## src/rtl/core/mla_pkg.sv

```systemverilog
`timescale 1ns / 1ps

package mla_pkg;

   typedef enum logic [1:0] {
      EV_ATTACH   = 2'd0,
      EV_DETACH   = 2'd1,
      EV_ANNOUNCE = 2'd2,
      EV_TICK     = 2'd3
   } event_type;

   typedef enum logic [1:0] {
      PH_IDLE     = 2'd0,
      PH_WAIT     = 2'd1,
      PH_ACCEPTED = 2'd2,
      PH_REJECTED = 2'd3
   } phase_type;

   typedef enum logic [1:0] {
      WHY_OK       = 2'd0,
      WHY_MISMATCH = 2'd1,
      WHY_UNKNOWN  = 2'd2
   } reason_type;

   typedef enum logic [2:0] {
      REG_GENERAL_TYPE    = 3'd0,
      REG_COLD_TYPE       = 3'd1,
      REG_GENERAL_ID      = 3'd2,
      REG_COLD_ID         = 3'd3,
      REG_TIMEOUT         = 3'd4
   } reg_index_type;

   localparam int CSR_ADDR_W = 5;
   localparam int CSR_DATA_W = 32;

   localparam logic [3:0]  MIN_ANNOUNCE_LEN   = 4'd5;
   localparam logic [7:0]  GENERAL_TYPE_RST   = 8'd1;
   localparam logic [7:0]  COLD_TYPE_RST      = 8'd2;
   localparam logic [15:0] TIMEOUT_RST        = 16'd1000;
   localparam logic [15:0] ELAPSED_MAX        = 16'hFFFF;

   typedef struct packed {
      logic [7:0]  general_type_code;
      logic [7:0]  cold_chain_type_code;
      logic [31:0] general_expected_id;
      logic [31:0] cold_chain_expected_id;
      logic [15:0] timeout_ticks;
   } cfg_type;

endpackage

```

## src/rtl/core/mla_req_if.sv

```systemverilog
`timescale 1ns / 1ps

interface mla_req_if;
   logic        valid;
   logic        ready;
   logic [1:0]  req_type;
   logic [3:0]  frame_length;
   logic [7:0]  announced_type;
   logic [31:0] announced_id;

   modport source (
      output valid, req_type, frame_length, announced_type, announced_id,
      input  ready
   );
   modport sink (
      input  valid, req_type, frame_length, announced_type, announced_id,
      output ready
   );
endinterface

```

## src/rtl/core/mla_rsp_if.sv

```systemverilog
`timescale 1ns / 1ps

interface mla_rsp_if;
   logic        valid;
   logic        ready;
   logic        reply_valid;
   logic [7:0]  reply_type;
   logic        reply_accepted;
   logic [1:0]  reply_reason;
   logic [1:0]  auth_status;
   logic [7:0]  linked_type;
   logic [31:0] linked_id;
   logic        link_ok;

   modport source (
      output valid, reply_valid, reply_type, reply_accepted, reply_reason,
             auth_status, linked_type, linked_id, link_ok,
      input  ready
   );
   modport sink (
      input  valid, reply_valid, reply_type, reply_accepted, reply_reason,
             auth_status, linked_type, linked_id, link_ok,
      output ready
   );
endinterface

```

## src/rtl/core/mla_csr.sv

```systemverilog
`timescale 1ns / 1ps

module mla_csr (
   input  logic                             clock,
   input  logic                             reset,
   input  logic                             csr_psel,
   input  logic                             csr_penable,
   input  logic                             csr_pwrite,
   input  logic [mla_pkg::CSR_ADDR_W-1:0]   csr_paddr,
   input  logic [mla_pkg::CSR_DATA_W-1:0]   csr_pwdata,
   output logic [mla_pkg::CSR_DATA_W-1:0]   csr_prdata,
   output logic                             csr_pready,
   output mla_pkg::cfg_type                 cfg
);
   import mla_pkg::*;

   cfg_type       cfg_ff;
   cfg_type       cfg_in;
   reg_index_type index;
   logic          wr_en;

   assign index      = reg_index_type'(csr_paddr[CSR_ADDR_W-1:2]);
   assign wr_en      = csr_psel && csr_penable && csr_pwrite;
   assign csr_pready = 1'b1;
   assign cfg        = cfg_ff;

   always_comb begin
      cfg_in = cfg_ff;
      if (wr_en) begin
         case (index)
            REG_GENERAL_TYPE: cfg_in.general_type_code      = csr_pwdata[7:0];
            REG_COLD_TYPE:    cfg_in.cold_chain_type_code   = csr_pwdata[7:0];
            REG_GENERAL_ID:   cfg_in.general_expected_id    = csr_pwdata[31:0];
            REG_COLD_ID:      cfg_in.cold_chain_expected_id = csr_pwdata[31:0];
            REG_TIMEOUT:      cfg_in.timeout_ticks          = csr_pwdata[15:0];
            default: ;
         endcase
      end
   end

   always_comb begin
      case (index)
         REG_GENERAL_TYPE: csr_prdata = CSR_DATA_W'(cfg_ff.general_type_code);
         REG_COLD_TYPE:    csr_prdata = CSR_DATA_W'(cfg_ff.cold_chain_type_code);
         REG_GENERAL_ID:   csr_prdata = CSR_DATA_W'(cfg_ff.general_expected_id);
         REG_COLD_ID:      csr_prdata = CSR_DATA_W'(cfg_ff.cold_chain_expected_id);
         REG_TIMEOUT:      csr_prdata = CSR_DATA_W'(cfg_ff.timeout_ticks);
         default:          csr_prdata = '0;
      endcase
   end

   always_ff @(posedge clock) begin
      if (reset) begin
         cfg_ff.general_type_code      <= GENERAL_TYPE_RST;
         cfg_ff.cold_chain_type_code   <= COLD_TYPE_RST;
         cfg_ff.general_expected_id    <= '0;
         cfg_ff.cold_chain_expected_id <= '0;
         cfg_ff.timeout_ticks          <= TIMEOUT_RST;
      end else begin
         cfg_ff <= cfg_in;
      end
   end

endmodule

```

## src/rtl/core/mla_engine.sv

```systemverilog
`timescale 1ns / 1ps

module mla_engine (
   input  logic             clock,
   input  logic             reset,
   input  mla_pkg::cfg_type cfg,
   mla_req_if.sink          req,
   mla_rsp_if.source        rsp
);
   import mla_pkg::*;

   // module record and wait counter
   phase_type   phase_ff, phase_in;
   logic [7:0]  stored_type_ff, stored_type_in;
   logic [31:0] stored_id_ff, stored_id_in;
   logic        accepted_ff, accepted_in;
   logic [15:0] elapsed_ff, elapsed_in;

   // result register
   logic        out_valid_ff;
   logic        reply_valid_ff, reply_valid_in;
   logic [7:0]  reply_type_ff, reply_type_in;
   logic        reply_acc_ff, reply_acc_in;
   reason_type  reply_why_ff, reply_why_in;

   logic        take;
   event_type   evt;
   logic        id_ok;
   logic [15:0] elapsed_inc;

   assign req.ready = !out_valid_ff || rsp.ready;
   assign take      = req.valid && req.ready;
   assign evt       = event_type'(req.req_type);
   assign elapsed_inc = (elapsed_ff == ELAPSED_MAX) ? elapsed_ff : elapsed_ff + 16'd1;

   always_comb begin
      phase_in       = phase_ff;
      stored_type_in = stored_type_ff;
      stored_id_in   = stored_id_ff;
      accepted_in    = accepted_ff;
      elapsed_in     = elapsed_ff;
      reply_valid_in = 1'b0;
      reply_type_in  = '0;
      reply_acc_in   = 1'b0;
      reply_why_in   = WHY_OK;
      id_ok          = 1'b0;
      case (evt)
         EV_ATTACH: begin
            stored_type_in = '0;
            stored_id_in   = '0;
            accepted_in    = 1'b0;
            phase_in       = PH_WAIT;
            elapsed_in     = '0;
         end
         EV_DETACH: begin
            stored_type_in = '0;
            stored_id_in   = '0;
            accepted_in    = 1'b0;
            phase_in       = PH_IDLE;
            elapsed_in     = '0;
         end
         EV_ANNOUNCE: begin
            if (req.frame_length >= MIN_ANNOUNCE_LEN && phase_ff == PH_WAIT) begin
               // general pair wins when both type codes are equal
               if (req.announced_type == cfg.general_type_code) begin
                  id_ok        = (req.announced_id == cfg.general_expected_id);
                  reply_why_in = id_ok ? WHY_OK : WHY_MISMATCH;
               end else if (req.announced_type == cfg.cold_chain_type_code) begin
                  id_ok        = (req.announced_id == cfg.cold_chain_expected_id);
                  reply_why_in = id_ok ? WHY_OK : WHY_MISMATCH;
               end else begin
                  reply_why_in = WHY_UNKNOWN;
               end
               if (id_ok) begin
                  stored_type_in = req.announced_type;
                  stored_id_in   = req.announced_id;
                  accepted_in    = 1'b1;
                  phase_in       = PH_ACCEPTED;
               end else begin
                  stored_type_in = '0;
                  stored_id_in   = '0;
                  accepted_in    = 1'b0;
                  phase_in       = PH_REJECTED;
               end
               reply_valid_in = 1'b1;
               reply_type_in  = req.announced_type;
               reply_acc_in   = id_ok;
            end
         end
         EV_TICK: begin
            if (phase_ff == PH_WAIT) begin
               elapsed_in = elapsed_inc;
               if (elapsed_inc >= cfg.timeout_ticks) begin
                  stored_type_in = '0;
                  stored_id_in   = '0;
                  accepted_in    = 1'b0;
                  phase_in       = PH_REJECTED;
               end
            end
         end
         default: ;
      endcase
   end

   always_ff @(posedge clock) begin
      if (reset) begin
         phase_ff       <= PH_IDLE;
         stored_type_ff <= '0;
         stored_id_ff   <= '0;
         accepted_ff    <= 1'b0;
         elapsed_ff     <= '0;
         out_valid_ff   <= 1'b0;
      end else begin
         if (take) begin
            phase_ff       <= phase_in;
            stored_type_ff <= stored_type_in;
            stored_id_ff   <= stored_id_in;
            accepted_ff    <= accepted_in;
            elapsed_ff     <= elapsed_in;
            out_valid_ff   <= 1'b1;
         end else if (rsp.ready) begin
            out_valid_ff   <= 1'b0;
         end
      end
   end

   always_ff @(posedge clock) begin
      if (take) begin
         reply_valid_ff <= reply_valid_in;
         reply_type_ff  <= reply_type_in;
         reply_acc_ff   <= reply_acc_in;
         reply_why_ff   <= reply_why_in;
      end
   end

   assign rsp.valid          = out_valid_ff;
   assign rsp.reply_valid    = reply_valid_ff;
   assign rsp.reply_type     = reply_type_ff;
   assign rsp.reply_accepted = reply_acc_ff;
   assign rsp.reply_reason   = reply_why_ff;
   assign rsp.auth_status    = phase_ff;
   assign rsp.linked_type    = stored_type_ff;
   assign rsp.linked_id      = stored_id_ff;
   assign rsp.link_ok        = accepted_ff;

`ifndef SYNTHESIS
   a_ready_only_when_full: assert property (@(posedge clock) disable iff (reset)
      !req.ready |-> out_valid_ff)
      else $error("request stalled with empty result register");

   a_link_ok_matches_phase: assert property (@(posedge clock) disable iff (reset)
      out_valid_ff |-> (accepted_ff == (phase_ff == PH_ACCEPTED)))
      else $error("link_ok disagrees with phase");

   a_reply_sets_verdict: assert property (@(posedge clock) disable iff (reset)
      (out_valid_ff && reply_valid_ff) |->
      ((reply_acc_ff && phase_ff == PH_ACCEPTED) ||
       (!reply_acc_ff && phase_ff == PH_REJECTED)))
      else $error("reply verdict disagrees with phase");

   a_announce_not_waiting: assert property (@(posedge clock) disable iff (reset)
      (take && evt == EV_ANNOUNCE && phase_ff != PH_WAIT) |=>
      (!reply_valid_ff && $stable(phase_ff)))
      else $error("announce outside waiting phase had an effect");

   a_detach_clears: assert property (@(posedge clock) disable iff (reset)
      (take && evt == EV_DETACH) |=>
      (phase_ff == PH_IDLE && elapsed_ff == 16'd0 && !accepted_ff))
      else $error("detach did not clear the record");
`endif

endmodule

```

## src/rtl/core/module_link_authenticator_top.sv

```systemverilog
`timescale 1ns / 1ps
// a result is registered in the cycle after its request is accepted
// throughput: one request per cycle; the single result register stalls
// requests only while its result is held by the downstream side
// reset (synchronous): phase idle, record and wait counter cleared,
// configuration registers back to their default values

module module_link_authenticator_top (
   input  logic                             clock,
   input  logic                             reset,
   mla_req_if.sink                          req,
   mla_rsp_if.source                        rsp,
   input  logic                             csr_psel,
   input  logic                             csr_penable,
   input  logic                             csr_pwrite,
   input  logic [mla_pkg::CSR_ADDR_W-1:0]   csr_paddr,
   input  logic [mla_pkg::CSR_DATA_W-1:0]   csr_pwdata,
   output logic [mla_pkg::CSR_DATA_W-1:0]   csr_prdata,
   output logic                             csr_pready
);
   import mla_pkg::*;

   cfg_type cfg;

   mla_csr u_csr (
      .clock       (clock),
      .reset       (reset),
      .csr_psel    (csr_psel),
      .csr_penable (csr_penable),
      .csr_pwrite  (csr_pwrite),
      .csr_paddr   (csr_paddr),
      .csr_pwdata  (csr_pwdata),
      .csr_prdata  (csr_prdata),
      .csr_pready  (csr_pready),
      .cfg         (cfg)
   );

   mla_engine u_engine (
      .clock (clock),
      .reset (reset),
      .cfg   (cfg),
      .req   (req),
      .rsp   (rsp)
   );

endmodule
```

## src/flat_wrapper.sv

```systemverilog
// flat-port wrapper written by rule: the top's interface ports become plain ports
module module_link_authenticator_top_flat import mla_pkg::*;
  (clock, reset, csr_psel, csr_penable, csr_pwrite, csr_paddr, csr_pwdata, csr_prdata, csr_pready, req_valid, req_req_type, req_frame_length, req_announced_type, req_announced_id, req_ready, rsp_valid, rsp_reply_valid, rsp_reply_type, rsp_reply_accepted, rsp_reply_reason, rsp_auth_status, rsp_linked_type, rsp_linked_id, rsp_link_ok, rsp_ready);
  mla_req_if req_i ();
  mla_rsp_if rsp_i ();
  input  logic clock;
  input  logic reset;
  input  logic csr_psel;
  input  logic csr_penable;
  input  logic csr_pwrite;
  input  logic [mla_pkg::CSR_ADDR_W-1:0] csr_paddr;
  input  logic [mla_pkg::CSR_DATA_W-1:0] csr_pwdata;
  output logic [mla_pkg::CSR_DATA_W-1:0] csr_prdata;
  output logic csr_pready;
  input wire logic [$bits(req_i.valid)-1:0] req_valid;
  input wire logic [$bits(req_i.req_type)-1:0] req_req_type;
  input wire logic [$bits(req_i.frame_length)-1:0] req_frame_length;
  input wire logic [$bits(req_i.announced_type)-1:0] req_announced_type;
  input wire logic [$bits(req_i.announced_id)-1:0] req_announced_id;
  output wire logic [$bits(req_i.ready)-1:0] req_ready;
  output wire logic [$bits(rsp_i.valid)-1:0] rsp_valid;
  output wire logic [$bits(rsp_i.reply_valid)-1:0] rsp_reply_valid;
  output wire logic [$bits(rsp_i.reply_type)-1:0] rsp_reply_type;
  output wire logic [$bits(rsp_i.reply_accepted)-1:0] rsp_reply_accepted;
  output wire logic [$bits(rsp_i.reply_reason)-1:0] rsp_reply_reason;
  output wire logic [$bits(rsp_i.auth_status)-1:0] rsp_auth_status;
  output wire logic [$bits(rsp_i.linked_type)-1:0] rsp_linked_type;
  output wire logic [$bits(rsp_i.linked_id)-1:0] rsp_linked_id;
  output wire logic [$bits(rsp_i.link_ok)-1:0] rsp_link_ok;
  input wire logic [$bits(rsp_i.ready)-1:0] rsp_ready;
  assign req_i.valid = req_valid;
  assign req_i.req_type = req_req_type;
  assign req_i.frame_length = req_frame_length;
  assign req_i.announced_type = req_announced_type;
  assign req_i.announced_id = req_announced_id;
  assign req_ready = req_i.ready;
  assign rsp_valid = rsp_i.valid;
  assign rsp_reply_valid = rsp_i.reply_valid;
  assign rsp_reply_type = rsp_i.reply_type;
  assign rsp_reply_accepted = rsp_i.reply_accepted;
  assign rsp_reply_reason = rsp_i.reply_reason;
  assign rsp_auth_status = rsp_i.auth_status;
  assign rsp_linked_type = rsp_i.linked_type;
  assign rsp_linked_id = rsp_i.linked_id;
  assign rsp_link_ok = rsp_i.link_ok;
  assign rsp_i.ready = rsp_ready;
  module_link_authenticator_top u_core (.clock(clock), .reset(reset), .req(req_i), .rsp(rsp_i), .csr_psel(csr_psel), .csr_penable(csr_penable), .csr_pwrite(csr_pwrite), .csr_paddr(csr_paddr), .csr_pwdata(csr_pwdata), .csr_prdata(csr_prdata), .csr_pready(csr_pready));
endmodule
```

## config.mk

```make
export PLATFORM = sky130hd
export DESIGN_NAME = module_link_authenticator_top_flat
export DESIGN_NICKNAME = d
export VERILOG_FILES = /design/src/rtl/core/mla_pkg.sv /design/src/rtl/core/mla_req_if.sv /design/src/rtl/core/mla_rsp_if.sv /design/src/rtl/core/mla_csr.sv /design/src/rtl/core/mla_engine.sv /design/src/rtl/core/module_link_authenticator_top.sv /design/src/flat_wrapper.sv
export SDC_FILE = /design/constraint.sdc
export NUM_CORES = 1
export LEC_CHECK = 0
export BUFFER_PORTS_ARGS = -buffer_cell sky130_fd_sc_hd__buf_4
export CAP_MARGIN = 20
export CORE_MARGIN = 1
export CORE_UTILIZATION = 59
export DETAILED_ROUTE_END_ITERATION = 16
export GPL_ROUTABILITY_DRIVEN = 0
export PLACE_DENSITY = 0.86
export SKIP_LAST_GASP = 1
export SLEW_MARGIN = 20
export SYNTH_ARGS = -nofsm -noshare
export SYNTH_HDL_FRONTEND = slang
export SYNTH_SLANG_ARGS = --single-unit
```

## constraint.sdc

```tcl
create_clock -name clock -period 8 [get_ports clock]
set_input_delay 0 -clock clock [delete_from_list [all_inputs] [get_ports clock]]
set_output_delay 0 -clock clock [all_outputs]
set_load 0.02 [all_outputs]
```

==> run metrics <==
WHS Path Cells=4; clk root buf=clkbuf_16; Setup TNS Final=0 ps; DR DRC count=0; Reg area=3480 um^2; Initial Utilization=about three fifths; Ys Warns=0; critical path peak fanout=29; worst r2r src=u_core.u_engine.elapsed_ff[0]; Post-Synthesis Cells=between 900 and 1000; Crit. End Element=flip-flop; top_reg_cell synth=dfxtp_1; Final Hold Fails=0; Final Cycle Share=about 54%; Max IR drop VDD=around 0.00018 V; largest cells by area after synthesis=dfxtp_1 38%, xnor2_1 9.5%, nand2_1 8.1%; Tot Pwr=approximately 2000 uW; Avg Synthesized Cell Area=approximately 8.7 um^2; clk_skew=between 8 and 9 ps; Final HPWL DP=about 16000 um; vias=8580; Initial DRC Count=between 1000 and 1500; count leader, synth=nand2_1; Antenna Cells=0; worst r2r dst=u_core.u_engine.rsp.linked_id[21]; CP Data Arrival Time=approximately 4700 ps; setup ws final=between 3000 and 4000 ps; vias in the first global route=a little under 8000; setup slack after placement=between 3000 and 4000 ps; relative slew slack=about a quarter; global route overflow=0; fmax=~0.23 GHz; CTS tree=done; Post-synth EDFFs=12; ratio of cells with drive above 1 in the final layout=20.3%; routed len/inst=between 20 and 25 um; Psw=roughly 470 uW; final antenna-violating net count=0; Hold Path Sink=u_core.u_csr.cfg[88]; Fill cells=~730; H-tree Lvls=4; internal power=about 1500 uW; DIE AREA=approximately 15000 um^2; slowest CP cell=o41ai_1; clock share of power=about 46%; pin count of the biggest net entering global routing=98; P per Cell Area=175 nW/um^2; top cells by count, synth=179 x nand2_1, 156 x dfxtp_1, 94 x a21oi_1; num ports=180; worst path required time=roughly 8400 ps; detailed-route wire length=between 20000 and 30000 um; Final Util=between 80% and 90%; Yosys top cell area share=37.6%; Rows=42; clk sinks=168; initial antenna violation count=0; Die Width=approximately 120 um; sequential share of power=roughly 44%; hold buffer count at cts=78; die height=approximately 120 um; #FFs+latches synth=168; asr flop ratio synth=0%; Total GRT Usage=a little under two fifths; 1st-pass router iterations=5; crit path cell chain=ha_1 > nand4_1 > o41ai_1 > nor2_1 > xnor2_1 > ha_1 > nand4_1 > or3_1 > a211oi_2 > a22oi_2 > a21oi_4 > buf_16 > a32o_1; IO Port Bufs=about 180; post_cts resized=0; Logic pwr share=around a tenth; worst skew pair latency=~440 ps; Placed Cells=1253; Final setup viols=0; Slew Limit Fails=0; core footprint=13500 um^2; register area share after synthesis=a little over two fifths; min-delay src=csr_paddr[4]; outcome=complete, no violations; P_leak=between 0.004 and 0.005 uW; Switching Share=approximately 24%; RSZ-0062 raised after global routing=no; CTS max path bufs=2; r2r worst-path depth=13; Vias/cell=6.29; total CTS buffers=17; multi-input logic area=roughly 4500 um^2; Synth cell types=slightly above 60; postcts setup bufs=0; Synth Net Count=between 1000 and 1500; min Tclk post-route=approximately 4400 ps; Post-Layout Cell Count=about 1400; Startpoint Class=flip-flop; leading area contributor after synthesis=dfxtp_1; synthesized cell area=approximately 8300 um^2; worst reg2reg setup slack=3650 ps; Worst-Margin Slew=~1100 ps; Crit Path Class=reg -> reg; HP Class=in -> reg; Nets=between 1000 and 1500; area grow syn2layout=34.4%; Largest stage delay, worst path=approximately 670 ps; Max Cap Viol=0; CTS clk-pin slew, worst paths=70 ps; first-pass GRT wire length=about 42000 um
cells by family after synthesis:
logic type | count (synthesis) | share of synthesized area (%)
compound gates | 220 | 17.7
mux | 49 | 6.04
fa+ha+maj | 17 | 2.56
buf+inv | 85 | 4.16
flops | 168 | 42.0
other cells | 1 | 0.0452
xor+xnor | 92 | 9.71
simple gates | 322 | 17.8
final cells by class:
class | count | area share, %
Inverter | 24 | 0.808
Clock buffer | 21 | 4.13
Clock inverter | 11 | 1.54
Multi-Input combinational cell | 701 | 40.5
Tap cell | 176 | 1.97
Sequential cell | 168 | 31.2
Timing Repair Buffer | 264 | 19.9
cells in the final DEF, fill, tap and decap left out, types with 12 or more instances in the layout:
cell type      instances
inv_1                 24
clkbuf_16             17
buf_4                184
ha_1                  17
nand4_1               25
mux2i_1               40
o22ai_1               16
a22oi_1               16
nand3_1               13
a21oi_1               94
xnor2_1               90
dlygate4sd3_1         78
nor2_1                52
edfxtp_1              12
dfxtp_1              156
o21ai_0               17
a32o_1                40
nand2_1              179
power groups by stage:
stage | Combinational, uW | Sequential, uW | Clock, uW
6_report | 205 | 858 | 894
2_1_floorplan | 76.9 | 881 | 0
3_3_place_gp | 161 | 877 | 0
5_1_grt | 214 | 859 | 930
4_1_cts | 195 | 858 | 886
3_5_place_dp | 162 | 877 | 0
state kept, by name (all words and copies together) (netlist names):
signal / flops
u_core.u_csr.cfg: 96
u_core.u_engine.rsp.linked_id: 32
u_core.u_engine.elapsed_ff: 16
u_core.u_engine.rsp.linked_type: 8
u_core.u_engine.rsp.reply_type: 8
u_core.u_engine.rsp.auth_status: 2
u_core.u_engine.rsp.reply_reason: 2
u_core.u_engine.rsp.link_ok: 1
u_core.u_engine.rsp.reply_accepted: 1
u_core.u_engine.rsp.reply_valid: 1
u_core.u_engine.rsp.valid: 1
worst max-delay path: cells and delay by family (launching register included):
| kind | cells | cell delay, ps |
|---|---|---|
| buf+inv | 1 | 240 |
| flops | 1 | 430 |
| fa+ha+maj | 2 | 590 |
| simple gates | 4 | 980 |
| xor+xnor | 1 | 200 |
| compound gates | 5 | 1810 |
metrics by stage:
| stage | cell area [um^2] | hold slack [ps] |
|---|---|---|
| detailed placement | 9680 | 265 |
| floorplan | 8300 | 125 |
| CTS | 11100 | 83.9 |
| global route | 11200 | 95.8 |
| finish | 11200 | 85.1 |
| global placement | 9680 | 257 |
worst max path at each step:
stage	slack, ps	startpoint	to	depth (start not counted)
floorplan	4690	u_core.u_engine.elapsed_ff[0]	u_core.u_engine.rsp.linked_id[0]	14
global placement	3700	u_core.u_engine.elapsed_ff[0]	u_core.u_engine.rsp.linked_id[17]	12
detailed placement	3480	u_core.u_engine.elapsed_ff[0]	u_core.u_engine.rsp.linked_id[10]	12
CTS	3420	u_core.u_engine.elapsed_ff[0]	u_core.u_engine.rsp.linked_id[1]	12
global route	3410	u_core.u_engine.elapsed_ff[0]	u_core.u_engine.rsp.linked_id[21]	14
finish	3650	u_core.u_engine.elapsed_ff[0]	u_core.u_engine.rsp.linked_id[21]	13
per-layer routing:
layer  GRT usage (%)  up-vias  wire length [um]
li1                -     3804                 -
met1            46.7     4107             10700
met2            62.1      575             13500
met3            7.45       94              2660
met4            17.2        0              1020
met5               0        -                 0
Note: power is estimated with default switching activity, not from simulation.
